`src/sv/ibpc_pkg.sv`:
```
// Package with the shared types and constants of the image blit pixel coverage block.
`timescale 1ns / 1ps

package ibpc_pkg;

  localparam int COORD_BITS  = 15;
  localparam int QUEUE_DEPTH = 4;
  localparam int QPTR_W      = $clog2(QUEUE_DEPTH);
  localparam int QCNT_W      = $clog2(QUEUE_DEPTH + 1);
  localparam int ADDR_W      = 5;

  typedef logic [COORD_BITS-1:0] coord_t;

  localparam logic [2:0] FMT_RGB565 = 3'd0;
  localparam logic [2:0] FMT_KEYED  = 3'd1;
  localparam logic [2:0] FMT_MASKED = 3'd2;
  localparam logic [2:0] FMT_MONO1  = 3'd3;
  localparam logic [2:0] FMT_ALPHA4 = 3'd4;

  localparam logic [2:0] REG_PIXEL_FORMAT    = 3'd0;
  localparam logic [2:0] REG_FILL_COLOR      = 3'd1;
  localparam logic [2:0] REG_OPACITY         = 3'd2;
  localparam logic [2:0] REG_CHROMA_KEY      = 3'd3;
  localparam logic [2:0] REG_FLIP_MODE       = 3'd4;
  localparam logic [2:0] REG_SOURCE_WIDTH    = 3'd5;
  localparam logic [2:0] REG_SOURCE_HEIGHT   = 3'd6;
  localparam logic [2:0] REG_SOURCE_X_ORIGIN = 3'd7;

  typedef struct packed {
    logic [15:0] pixel_word;
    logic [7:0]  data_byte;
    logic [7:0]  mask_byte;
  } in_item_t;

  typedef struct packed {
    coord_t      dest_dx;
    coord_t      dest_dy;
    coord_t      source_col;
    coord_t      source_row;
    logic [15:0] out_color;
    logic [7:0]  coverage;
    logic        draw;
    logic        last;
  } out_item_t;

  typedef struct packed {
    logic [2:0]  pixel_format;
    logic [15:0] fill_color;
    logic [7:0]  opacity;
    logic [15:0] chroma_key;
    logic [1:0]  flip_mode;
    coord_t      source_width;
    coord_t      source_height;
    coord_t      source_x_origin;
  } cfg_t;

  typedef struct packed {
    coord_t      dest_dx;
    coord_t      dest_dy;
    coord_t      source_col;
    coord_t      source_row;
    logic [15:0] color;
    logic        visible;
    logic        alpha;
    logic [3:0]  nibble;
    logic        last;
  } q_item_t;

  typedef struct packed {
    logic              full;
    logic              empty;
    logic [QCNT_W-1:0] count;
  } q_stat_t;

endpackage

```
`src/sv/ibpc_regs.sv`:
```
// Configuration register file with its APB-style access port.
`timescale 1ns / 1ps

module ibpc_regs (
  input  logic                       clk,
  input  logic                       rst_n,
  input  logic                       psel,
  input  logic                       penable,
  input  logic                       pwrite,
  input  logic [ibpc_pkg::ADDR_W-1:0] paddr,
  input  logic [31:0]                pwdata,
  output logic [31:0]                prdata,
  output logic                       pready,
  output ibpc_pkg::cfg_t             cfg
);

  ibpc_pkg::cfg_t cfg_r;
  logic [2:0]     idx;
  logic           wr_en;

  assign pready = 1'b1;
  assign idx    = paddr[ibpc_pkg::ADDR_W-1:2];
  assign wr_en  = psel && penable && pwrite && pready;
  assign cfg    = cfg_r;

  always_ff @(posedge clk) begin
    if (!rst_n) begin
      cfg_r.pixel_format    <= ibpc_pkg::FMT_RGB565;
      cfg_r.fill_color      <= '0;
      cfg_r.opacity         <= 8'hFF;
      cfg_r.chroma_key      <= '0;
      cfg_r.flip_mode       <= '0;
      cfg_r.source_width    <= ibpc_pkg::coord_t'(1);
      cfg_r.source_height   <= ibpc_pkg::coord_t'(1);
      cfg_r.source_x_origin <= '0;
    end else if (wr_en) begin
      unique case (idx)
        ibpc_pkg::REG_PIXEL_FORMAT:    cfg_r.pixel_format    <= pwdata[2:0];
        ibpc_pkg::REG_FILL_COLOR:      cfg_r.fill_color      <= pwdata[15:0];
        ibpc_pkg::REG_OPACITY:         cfg_r.opacity         <= pwdata[7:0];
        ibpc_pkg::REG_CHROMA_KEY:      cfg_r.chroma_key      <= pwdata[15:0];
        ibpc_pkg::REG_FLIP_MODE:       cfg_r.flip_mode       <= pwdata[1:0];
        ibpc_pkg::REG_SOURCE_WIDTH:
          cfg_r.source_width <= pwdata[ibpc_pkg::COORD_BITS-1:0];
        ibpc_pkg::REG_SOURCE_HEIGHT:
          cfg_r.source_height <= pwdata[ibpc_pkg::COORD_BITS-1:0];
        ibpc_pkg::REG_SOURCE_X_ORIGIN:
          cfg_r.source_x_origin <= pwdata[ibpc_pkg::COORD_BITS-1:0];
        default: ;
      endcase
    end
  end

  always_comb begin
    unique case (idx)
      ibpc_pkg::REG_PIXEL_FORMAT:    prdata = 32'(cfg_r.pixel_format);
      ibpc_pkg::REG_FILL_COLOR:      prdata = 32'(cfg_r.fill_color);
      ibpc_pkg::REG_OPACITY:         prdata = 32'(cfg_r.opacity);
      ibpc_pkg::REG_CHROMA_KEY:      prdata = 32'(cfg_r.chroma_key);
      ibpc_pkg::REG_FLIP_MODE:       prdata = 32'(cfg_r.flip_mode);
      ibpc_pkg::REG_SOURCE_WIDTH:    prdata = 32'(cfg_r.source_width);
      ibpc_pkg::REG_SOURCE_HEIGHT:   prdata = 32'(cfg_r.source_height);
      ibpc_pkg::REG_SOURCE_X_ORIGIN: prdata = 32'(cfg_r.source_x_origin);
      default:                       prdata = '0;
    endcase
  end

endmodule

```
`src/sv/ibpc_front.sv`:
```
// Front end: raster counters, flip and source addressing, and per-format pixel classification.
`timescale 1ns / 1ps

module ibpc_front (
  input  logic                clk,
  input  logic                rst_n,
  input  ibpc_pkg::cfg_t      cfg,
  input  logic                in_valid,
  input  logic                in_ready,
  input  ibpc_pkg::in_item_t  in_data,
  output logic                push,
  output ibpc_pkg::q_item_t   push_data
);

  ibpc_pkg::coord_t col_cnt_r, col_cnt_nxt;
  ibpc_pkg::coord_t row_cnt_r, row_cnt_nxt;
  ibpc_pkg::coord_t w, h, wm1, hm1, rx, ry, sx;
  logic             col_end, row_end;
  logic [2:0]       bit_sel;

  assign push = in_valid && in_ready;

  always_comb begin
    w       = (cfg.source_width  == '0) ? ibpc_pkg::coord_t'(1) : cfg.source_width;
    h       = (cfg.source_height == '0) ? ibpc_pkg::coord_t'(1) : cfg.source_height;
    wm1     = w - ibpc_pkg::coord_t'(1);
    hm1     = h - ibpc_pkg::coord_t'(1);
    rx      = cfg.flip_mode[0] ? (wm1 - col_cnt_r) : col_cnt_r;
    ry      = cfg.flip_mode[1] ? (hm1 - row_cnt_r) : row_cnt_r;
    sx      = cfg.source_x_origin + rx;
    col_end = col_cnt_r >= wm1;
    row_end = row_cnt_r >= hm1;
    bit_sel = ~sx[2:0];

    push_data.dest_dx    = col_cnt_r;
    push_data.dest_dy    = row_cnt_r;
    push_data.source_col = sx;
    push_data.source_row = ry;
    push_data.last       = col_end && row_end;
    push_data.nibble     = sx[0] ? in_data.data_byte[3:0] : in_data.data_byte[7:4];
    push_data.color      = cfg.fill_color;
    push_data.visible    = 1'b1;
    push_data.alpha      = 1'b0;

    unique case (cfg.pixel_format)
      ibpc_pkg::FMT_RGB565: begin
        push_data.color = in_data.pixel_word;
      end
      ibpc_pkg::FMT_KEYED: begin
        push_data.color   = in_data.pixel_word;
        push_data.visible = in_data.pixel_word != cfg.chroma_key;
      end
      ibpc_pkg::FMT_MASKED: begin
        push_data.color   = in_data.pixel_word;
        push_data.visible = in_data.mask_byte[bit_sel];
      end
      ibpc_pkg::FMT_MONO1: begin
        push_data.visible = in_data.data_byte[bit_sel];
      end
      default: begin
        push_data.alpha = 1'b1;
      end
    endcase

    col_cnt_nxt = col_cnt_r;
    row_cnt_nxt = row_cnt_r;
    if (push) begin
      if (!col_end) begin
        col_cnt_nxt = col_cnt_r + ibpc_pkg::coord_t'(1);
      end else begin
        col_cnt_nxt = '0;
        row_cnt_nxt = row_end ? '0 : row_cnt_r + ibpc_pkg::coord_t'(1);
      end
    end
  end

  always_ff @(posedge clk) begin
    if (!rst_n) begin
      col_cnt_r <= '0;
      row_cnt_r <= '0;
    end else begin
      col_cnt_r <= col_cnt_nxt;
      row_cnt_r <= row_cnt_nxt;
    end
  end

endmodule

```
`src/sv/ibpc_queue.sv`:
```
// Short queue of classified pixels between the front and back ends.
`timescale 1ns / 1ps

module ibpc_queue (
  input  logic               clk,
  input  logic               rst_n,
  input  logic               push,
  input  ibpc_pkg::q_item_t  push_data,
  input  logic               pop,
  output ibpc_pkg::q_item_t  pop_data,
  output ibpc_pkg::q_stat_t  stat
);

  ibpc_pkg::q_item_t                 mem_r [ibpc_pkg::QUEUE_DEPTH];
  logic [ibpc_pkg::QPTR_W-1:0]       wr_ptr_r, wr_ptr_nxt;
  logic [ibpc_pkg::QPTR_W-1:0]       rd_ptr_r, rd_ptr_nxt;
  logic [ibpc_pkg::QCNT_W-1:0]       count_r, count_nxt;

  assign pop_data   = mem_r[rd_ptr_r];
  assign stat.count = count_r;
  assign stat.empty = count_r == '0;
  assign stat.full  = count_r == ibpc_pkg::QCNT_W'(ibpc_pkg::QUEUE_DEPTH);

  always_comb begin
    wr_ptr_nxt = push ? wr_ptr_r + ibpc_pkg::QPTR_W'(1) : wr_ptr_r;
    rd_ptr_nxt = pop  ? rd_ptr_r + ibpc_pkg::QPTR_W'(1) : rd_ptr_r;
    count_nxt  = count_r;
    if (push && !pop) begin
      count_nxt = count_r + ibpc_pkg::QCNT_W'(1);
    end else if (pop && !push) begin
      count_nxt = count_r - ibpc_pkg::QCNT_W'(1);
    end
  end

  always_ff @(posedge clk) begin
    if (!rst_n) begin
      wr_ptr_r <= '0;
      rd_ptr_r <= '0;
      count_r  <= '0;
    end else begin
      wr_ptr_r <= wr_ptr_nxt;
      rd_ptr_r <= rd_ptr_nxt;
      count_r  <= count_nxt;
    end
  end

  always_ff @(posedge clk) begin
    if (push) begin
      mem_r[wr_ptr_r] <= push_data;
    end
  end

endmodule

```
`src/sv/ibpc_back.sv`:
```
// Back end: coverage computation, color gating and the output register.
`timescale 1ns / 1ps

module ibpc_back (
  input  logic                clk,
  input  logic                rst_n,
  input  ibpc_pkg::cfg_t      cfg,
  input  ibpc_pkg::q_item_t   q_data,
  input  logic                q_empty,
  output logic                pop,
  output logic                out_valid,
  input  logic                out_ready,
  output ibpc_pkg::out_item_t out_data
);

  logic                valid_r, valid_nxt;
  ibpc_pkg::out_item_t data_r;
  ibpc_pkg::out_item_t res;
  logic [15:0]         prod;
  logic [16:0]         biased;
  logic [16:0]         quot;
  logic [7:0]          cov;

  assign pop       = !q_empty && (!valid_r || out_ready);
  assign out_valid = valid_r;
  assign out_data  = data_r;

  always_comb begin
    // Coverage of an alpha pixel is round(opacity * nibble * 17 / 255).
    prod   = 16'(cfg.opacity) * 16'({q_data.nibble, q_data.nibble});
    biased = 17'(prod) + 17'd127;
    quot   = (biased + (biased >> 8) + 17'd1) >> 8;
    if (q_data.alpha) begin
      cov = quot[7:0];
    end else begin
      cov = q_data.visible ? cfg.opacity : 8'd0;
    end

    res.dest_dx    = q_data.dest_dx;
    res.dest_dy    = q_data.dest_dy;
    res.source_col = q_data.source_col;
    res.source_row = q_data.source_row;
    res.coverage   = cov;
    res.draw       = cov != 8'd0;
    res.out_color  = res.draw ? q_data.color : 16'd0;
    res.last       = q_data.last;

    valid_nxt = valid_r;
    if (pop) begin
      valid_nxt = 1'b1;
    end else if (out_ready) begin
      valid_nxt = 1'b0;
    end
  end

  always_ff @(posedge clk) begin
    if (!rst_n) begin
      valid_r <= 1'b0;
    end else begin
      valid_r <= valid_nxt;
    end
  end

  always_ff @(posedge clk) begin
    if (pop) begin
      data_r <= res;
    end
  end

endmodule

```
`src/sv/image_blit_pixel_coverage_top.sv`:
```
// Top level of the image blit pixel coverage block.
`timescale 1ns / 1ps

// Each request carries one fetched source pixel in destination raster order and yields one
// result with destination offsets, flipped source coordinates, color, coverage, draw and last
// flags. The block takes one request per clock while the queue is not full and holds up to four
// classified pixels in the queue between the front and back ends plus one in the output register;
// a result passes through the queue and then the output register. Rectangle counters restart
// after the last pixel. Registers are to be written only while no request is in flight.
module image_blit_pixel_coverage_top (
  input  logic                          clk,
  input  logic                          rst_n,
  input  logic                          in_valid,
  output logic                          in_ready,
  input  ibpc_pkg::in_item_t            in_data,
  output logic                          out_valid,
  input  logic                          out_ready,
  output ibpc_pkg::out_item_t           out_data,
  input  logic                          psel,
  input  logic                          penable,
  input  logic                          pwrite,
  input  logic [ibpc_pkg::ADDR_W-1:0]   paddr,
  input  logic [31:0]                   pwdata,
  output logic [31:0]                   prdata,
  output logic                          pready
);

  ibpc_pkg::cfg_t    cfg;
  ibpc_pkg::q_item_t push_data;
  ibpc_pkg::q_item_t pop_data;
  ibpc_pkg::q_stat_t q_stat;
  logic              push;
  logic              pop;

  assign in_ready = !q_stat.full;

  ibpc_regs u_regs (
    .clk     (clk),
    .rst_n   (rst_n),
    .psel    (psel),
    .penable (penable),
    .pwrite  (pwrite),
    .paddr   (paddr),
    .pwdata  (pwdata),
    .prdata  (prdata),
    .pready  (pready),
    .cfg     (cfg)
  );

  ibpc_front u_front (
    .clk       (clk),
    .rst_n     (rst_n),
    .cfg       (cfg),
    .in_valid  (in_valid),
    .in_ready  (in_ready),
    .in_data   (in_data),
    .push      (push),
    .push_data (push_data)
  );

  ibpc_queue u_queue (
    .clk       (clk),
    .rst_n     (rst_n),
    .push      (push),
    .push_data (push_data),
    .pop       (pop),
    .pop_data  (pop_data),
    .stat      (q_stat)
  );

  ibpc_back u_back (
    .clk       (clk),
    .rst_n     (rst_n),
    .cfg       (cfg),
    .q_data    (pop_data),
    .q_empty   (q_stat.empty),
    .pop       (pop),
    .out_valid (out_valid),
    .out_ready (out_ready),
    .out_data  (out_data)
  );

  a_queue_bound: assert property (@(posedge clk) disable iff (!rst_n)
    q_stat.count <= ibpc_pkg::QCNT_W'(ibpc_pkg::QUEUE_DEPTH))
    else $error("queue count exceeds its depth");

  a_draw_matches_cov: assert property (@(posedge clk) disable iff (!rst_n)
    out_valid |-> (out_data.draw == (out_data.coverage != 8'd0)))
    else $error("draw flag disagrees with coverage");

  a_hidden_color_zero: assert property (@(posedge clk) disable iff (!rst_n)
    (out_valid && !out_data.draw) |-> (out_data.out_color == 16'd0))
    else $error("color of a hidden pixel is not zero");

  a_out_drop_needs_ready: assert property (@(posedge clk) disable iff (!rst_n)
    $fell(out_valid) |-> $past(out_ready))
    else $error("result withdrawn without being taken");

endmodule
```
`config.mk`:
```
export PLATFORM = sky130hd
export DESIGN_NAME = image_blit_pixel_coverage_top
export DESIGN_NICKNAME = d
export VERILOG_FILES = /design/src/sv/ibpc_pkg.sv /design/src/sv/ibpc_regs.sv /design/src/sv/ibpc_front.sv /design/src/sv/ibpc_queue.sv /design/src/sv/ibpc_back.sv /design/src/sv/image_blit_pixel_coverage_top.sv
export SDC_FILE = /design/constraint.sdc
export NUM_CORES = 1
export LEC_CHECK = 0
export ABC_AREA = 0
export BUFFER_PORTS_ARGS = -buffer_cell sky130_fd_sc_hd__buf_2
export CORE_MARGIN = 10
export CORE_UTILIZATION = 40
export CTS_CLUSTER_SIZE = 16
export DETAILED_ROUTE_END_ITERATION = 8
export PLACE_DENSITY_LB_ADDON = 0.1
export SYNTH_ARGS = -nofsm -noshare
export SYNTH_HDL_FRONTEND = slang
export SYNTH_SLANG_ARGS = --single-unit
```
`constraint.sdc`:
```
create_clock -name clk -period 15.3 [get_ports clk]
set_clock_uncertainty 0.1 [all_clocks]
set_input_delay 1.53 -clock clk [delete_from_list [all_inputs] [get_ports clk]]
set_output_delay 1.53 -clock clk [all_outputs]
set_load 0.02 [all_outputs]
```
==> results of run 1 <==
-- cell usage in the layout, fill, tap and decap left out, types with 10 or more instances in the layout --
master	instances
a211oi_1	10
a21boi_0	97
a21o_1	22
a21oi_1	53
and2_1	35
and3_1	18
buf_2	161
buf_4	18
clkbuf_1	17
clkbuf_16	58
conb_1	17
dfxtp_1	128
edfxtp_1	418
fa_1	46
ha_1	99
inv_1	126
mux2_2	25
mux2i_1	21
mux4_2	90
nand2_1	262
nand3_1	42
nand3b_1	14
nand4_1	12
nor2_1	92
nor2b_1	19
nor3_1	31
nor4_1	11
o21a_1	10
o21ai_0	68
xnor2_1	69
xor2_1	33
-- worst max-delay path by stage --
stage	slack, ns	startpoint	endpoint
after CTS	6.34	register	u_back.out_data[25]
after global placement	6.41	register	u_back.out_data[11]
after floorplan	7.40	register	u_back.out_data[14]
final	6.33	register	u_back.out_data[25]
after global routing	5.79	register	u_back.out_data[11]
after detailed placement	6.36	register	u_back.out_data[10]
-- per-layer routing --
metal	share of wire [%]	up-vias	global-route usage, %
li1	-	7986	-
met1	44	8542	23.2
met5	0.018	-	0
met2	51	270	32.0
met4	2.0	2	4.42
met3	3.4	79	2.43
-- sequential cells by signal (all words and copies together), names as in the netlist, named ones only --
name / flops
u_queue.mem_r: 332
u_back.out_data: 86
u_regs.cfg: 90
u_front.row_cnt_r: 15
u_queue.rd_ptr_r: 2
u_queue.count_r: 3
u_queue.wr_ptr_r: 2
u_front.col_cnt_r: 15
u_back.out_valid: 1
-- tightest hold or removal path: cells and delay by family (launching register included) --
kind	cells	cell delay (ns)
AOI/OAI and AO/OA	1	0.06
DFF	1	0.31
and+or+nand+nor	1	0.05
-- per-stage QoR --
stage                     util [%]  hold slack [ns]
after floorplan                  -            0.343
after global placement        42.7            0.357
after detailed placement      42.7            0.364
after CTS                     45.5            0.373
after global routing          45.5            0.394
final                         45.5            0.373
-- logic make-up after synthesis --
family	share of synthesized area, %
simple gates	10.4
flops	56.1
compound gates	9.05
buf+inv	3.58
fa+ha+maj	8.00
mux	9.42
xor+xnor	3.39
other cells	0.0278
-- final cells by class --
cell class                 instances  share of cell area [%]
multi-input combinational       1343                    35.9
inverter                         127                    1.56
clock inverter                    30                    1.01
sequential                       548                    49.7
clock buffer                      78                    5.10
tap                              873                    3.58
timing repair buffer             179                    3.08
==> out/metrics.yaml, run 1 <==
synth:
  synth_top_area_cell: "edfxtp_1"
  ys.flop_type: "edfxtp_1"
  ys_warn_count: 0
  ys_ff_latch: 548
  yosysMostFrequentCell: "edfxtp_1"
  yosysSeqAreaShare_pct: 56.1
  synth_common_cells: "418 x edfxtp_1, 262 x nand2_1, 130 x dfxtp_1"
  async_reset_ff_share_pct: 0
  syn_inst: 2101
  synth-edff-count: 418
  netlist-cell-type-count: 87
  synth_top_area_share_pct: 46.5
  avgSynthCellArea_um2: 12.9
  synth.cell_area_mm2: 0.0270
  synthTopCellsByArea: "edfxtp_1 46%, dfxtp_1 9.6%, mux4_2 7.5%"
sta:
  setup_tns_ns: 0
  hold_viol: 0
  slew_violations: 0
  slew_headroom_pct: 17.7
  worst_slew_pin_slew_ns: 1.23
  clock.fmax_mhz: 112
  rsz0062_at_grt: "no"
  finalSetupViolations: 0
  period_share_pct: 58.6
  min_period_ns: 8.97
  fin_ws_ns: 6.33
final_layout:
  register_area_mm2: 0.0152
  nNetsFinal: 2477
  drive_above_1_share_pct: 18.3
  fillCellCount: 6133
  diodes: 0
  fin_area_mm2: 0.0305
  area_delta_synth_final_pct: 13.0
  multi_input_area_mm2: 0.0110
  final_cells: 3178
worst_setup_path:
  worst-r2r-cell-count: 25
  cp.arrival_ns: 9.22
  start_kind: "register"
  cp_common_cell: "fa_1"
  worstSetupPathType: "register to register"
  required_ns: 15.55
  crit_path_max_fanout: 35
  r2r_end: "u_back.out_data[25]"
  crit_buf_inv: 4
  critPathSlowestCell: "dfxtp_4"
  reg2reg_slack_ns: 6.33
  max_stage_delay_ns: 0.79
  crit_family: "adder cells"
  cp-end-kind: "register"
  cp_num_cells: 25
placed_design:
  dpl_worst_slack_ns: 6.36
  gp_routability_congestion: 0.873
  place_inst: 3070
  hpwl_um: 50600
  placed_area_mm2: 0.0286
  io_buffer_count: 161
clocking:
  cts_setup_buffers: 0
  clk_path_buf_depth: 3
  cts-root-buf: "clkbuf_16"
  insertion_delay_ns: 0.62
  cts_made_buffers: 57
  clk_pin_slew_ns: 0.06
  cts_tree: "yes"
  holdBufCountCts: 0
  cts.sinks: 548
  htree_levels: 2
  cts_resized: 0
detailed_routing:
  vias: 16900
  wl_per_cell_um: 22.4
  final_antenna_net_count: 0
  wirelength_um: 71100
  post_drt_via_cell_ratio: 5.31
  drtIter0Drc: 1263
  drcViolationCount: 0
  drt-pass1-iter-count: 5
floorplan:
  die_h_um: 280
  ios: 197
  rows: 95
  fp.dieW_um: 280
  initial_core_util_pct: 40.3
  dieArea_mm2: 0.0783
  fp.coreArea_mm2: 0.0670
run_status:
  status: "finished clean"
global_route:
  grt_pass1_vias: 17500
  antenna_found_initial: 4
  grt_max_degree: 111
  overflow: 0
  grt_pass1_wl_um: 109000
  grt_util_all_layers_pct: 18.1
flow_run:
  drv_cap: 0
min_path:
  whs_path_depth: 2
  hold_start: "u_regs.cfg[72]"
  min_path_type: "register to register"
  holdPathEnd: "u_regs.cfg[72]"
Power of run 1 is left out: the tool's default activity adds up to more than one toggle a clock period on the data nets, which glitch-free logic cannot reach.
==> inputs of run 2 (changes only) <==
- ABC_AREA: 0 -> 1
- clock period: 15.3 -> 8.5 ns (I/O delays scaled with it)
==> run 2 against run 1 <==
Compared with the run above:
- sequential cell count unchanged
- critical path depth increased by 7
- via count increased by 17%
- area after synthesis decreased by 0.81%
- die area decreased by 0.75%
- highest routed layer unchanged
==> out/metrics.yaml, run 2 <==
global_route:
  grt_util_all_layers_pct: 19.4  # +1.3 points
  grt_pass1_wl_um: 116000  # +7.0%
  grt_pass1_vias: 18900  # +7.8%
  antenna_found_initial: 12  # +8
  grt_max_degree: 99  # -11%
  overflow: 0  # unchanged
sta:
  finalSetupViolations: 0  # unchanged
  min_period_ns: 7.47  # -1.50 ns
  rsz0062_at_grt: "no"
  period_share_pct: 87.8  # +29 points
  hold_viol: 0  # unchanged
  slew_violations: 0  # unchanged
  slew_headroom_pct: 26.8  # +9.1 points
  setup_tns_ns: 0  # unchanged
  worst_slew_pin_slew_ns: 1.10  # -0.135 ns
  fin_ws_ns: 1.03  # -5.30 ns
  clock.fmax_mhz: 134  # +20%
floorplan:
  rows: 94  # -1.1%
  fp.dieW_um: 279  # -0.38%
  fp.coreArea_mm2: 0.0661  # -1.4%
  initial_core_util_pct: 40.5  # +0.24 points
  die_h_um: 279  # -0.38%
  dieArea_mm2: 0.0777  # -0.75%
  ios: 197  # unchanged
final_layout:
  fin_area_mm2: 0.0304  # -0.23%
  nNetsFinal: 3030  # +22%
  largest_reg_flops: 332  # unchanged
  final_common_cell: "edfxtp_1"
  area_delta_synth_final_pct: 13.6
  max_flop_register: "u_queue.mem_r"
  fillCellCount: 6283  # +2.4%
  diodes: 0  # unchanged
  mostFrequentLayoutCells: "418 x edfxtp_1, 370 x nor2_1, 350 x nand2_1"
  final_cells: 3725  # +17%
  drive_above_1_share_pct: 11.4  # -6.9 points
worst_setup_path:
  critPathSlowestCell: "fa_1"
  max_stage_delay_ns: 0.57  # -0.22 ns
  required_ns: 8.76  # -6.79 ns
  cp-end-kind: "register"
  cp_common_cell: "nand3_1"
  crit_path_max_fanout: 26  # -26%
  worstSetupPathType: "register to register"
  cp.arrival_ns: 7.72  # -1.50 ns
  start_kind: "register"
synth:
  avgSynthCellArea_um2: 10.1  # -22%
  synth.cell_area_mm2: 0.0268  # -0.81%
  yosysSeqAreaShare_pct: 56.6  # +0.46 points
  synth-edff-count: 418  # unchanged
  synth_top_area_share_pct: 46.9  # +0.38 points
  synthTopCellsByArea: "edfxtp_1 47%, dfxtp_1 9.7%, nor2_1 5.2%"
  ys.flop_type: "edfxtp_1"
  synth_top_area_cell: "edfxtp_1"
  netlist-cell-type-count: 56  # -36%
  yosysMostFrequentCell: "edfxtp_1"
  synth_common_cells: "418 x edfxtp_1, 374 x nor2_1, 350 x nand2_1"
  async_reset_ff_share_pct: 0  # unchanged
  ys_ff_latch: 548  # unchanged
  syn_inst: 2661  # +27%
  ys_warn_count: 0  # unchanged
clocking:
  cts_setup_buffers: 0  # unchanged
  cts_tree: "yes"
  cts_resized: 0  # unchanged
  clk_path_buf_depth: 3  # unchanged
  insertion_delay_ns: 0.62  # about the same
  cts-root-buf: "clkbuf_16"
  clk_pin_slew_ns: 0.06  # about the same
  htree_levels: 2  # unchanged
  cts_made_buffers: 60  # +5.3%
  cts.sinks: 548  # unchanged
  holdBufCountCts: 0  # unchanged
min_path:
  min_path_type: "register to register"
detailed_routing:
  wirelength_um: 76900  # +8.1%
  wl_per_cell_um: 20.6  # -7.7%
  drcViolationCount: 0  # unchanged
  vias: 19700  # +17%
  final_antenna_net_count: 0  # unchanged
  drtIter0Drc: 1803  # +43%
  post_drt_via_cell_ratio: 5.30  # -0.20%
  drt-pass1-iter-count: 5  # unchanged
placed_design:
  dpl_worst_slack_ns: 1.10  # -5.26 ns
  hpwl_um: 54300  # +7.5%
  placed_area_mm2: 0.0284  # -0.72%
  gp_routability_congestion: 0.887  # +1.5%
  io_buffer_count: 161  # unchanged
  place_inst: 3611  # +18%
flow_run:
  drv_cap: 0  # unchanged
run_status:
  status: "finished clean"
-- run 2: routing by layer --
metal / global-route usage (%) / part of all wire [%]
met1: 27.6 / 46
met2: 29.9 / 44
met3: 3.75 / 6.8
met4: 4.78 / 2.2
met5: 0 / 0.15
-- run 2: final cells by class --
class	count	area [µm²]	share of cell area, %
tap	864	1080	3.55
inverter	269	1010	3.33
timing repair buffer	181	956	3.14
sequential	548	15200	49.8
clock buffer	88	1670	5.48
multi-input combinational	1749	10200	33.6
clock inverter	26	333	1.09
-- run 2: worst max-delay path: cells and delay by family, from the launching register on --
family                   cells  cell delay, ns
adder cells (fa/ha/maj)      6            2.79
flip-flops                   1            0.37
AND/OR/NAND/NOR             16            1.95
buffers and inverters        7            1.09
AO/OA/AOI/OAI                2            0.46
XOR/XNOR                     1            0.39
-- run 2: path summary, 6_finish.rpt --
kind	start	endpoint	slack [ns]	cells past startpoint
max	register	u_back.out_data[10]	1.03	32
min reg2reg	u_queue.rd_ptr_r[1]	register	0.38	2
min	u_queue.rd_ptr_r[1]	register	0.38	2
max reg2reg	register	u_back.out_data[10]	1.03	32
-- run 2: metrics by stage --
stage,utilization (%),hold WS (ns)
3_5_place_dp,43.0,0.366
5_1_grt,46.0,0.372
6_report,46.0,0.377
3_3_place_gp,43.0,0.347
2_1_floorplan,-,0.336
4_1_cts,46.0,0.356
-- run 2: logic make-up after synthesis --
logic type / after synthesis / synth area share [%]
AND/OR/NAND/NOR: 928 / 14.5
AO/OA/AOI/OAI: 578 / 12.4
flip-flops: 548 / 56.6
buffers and inverters: 379 / 5.63
adder cells (fa/ha/maj): 145 / 8.06
XOR/XNOR: 75 / 2.51
multiplexers: 6 / 0.252
other: 2 / 0.0280
Power of run 2 is left out for the same reason.
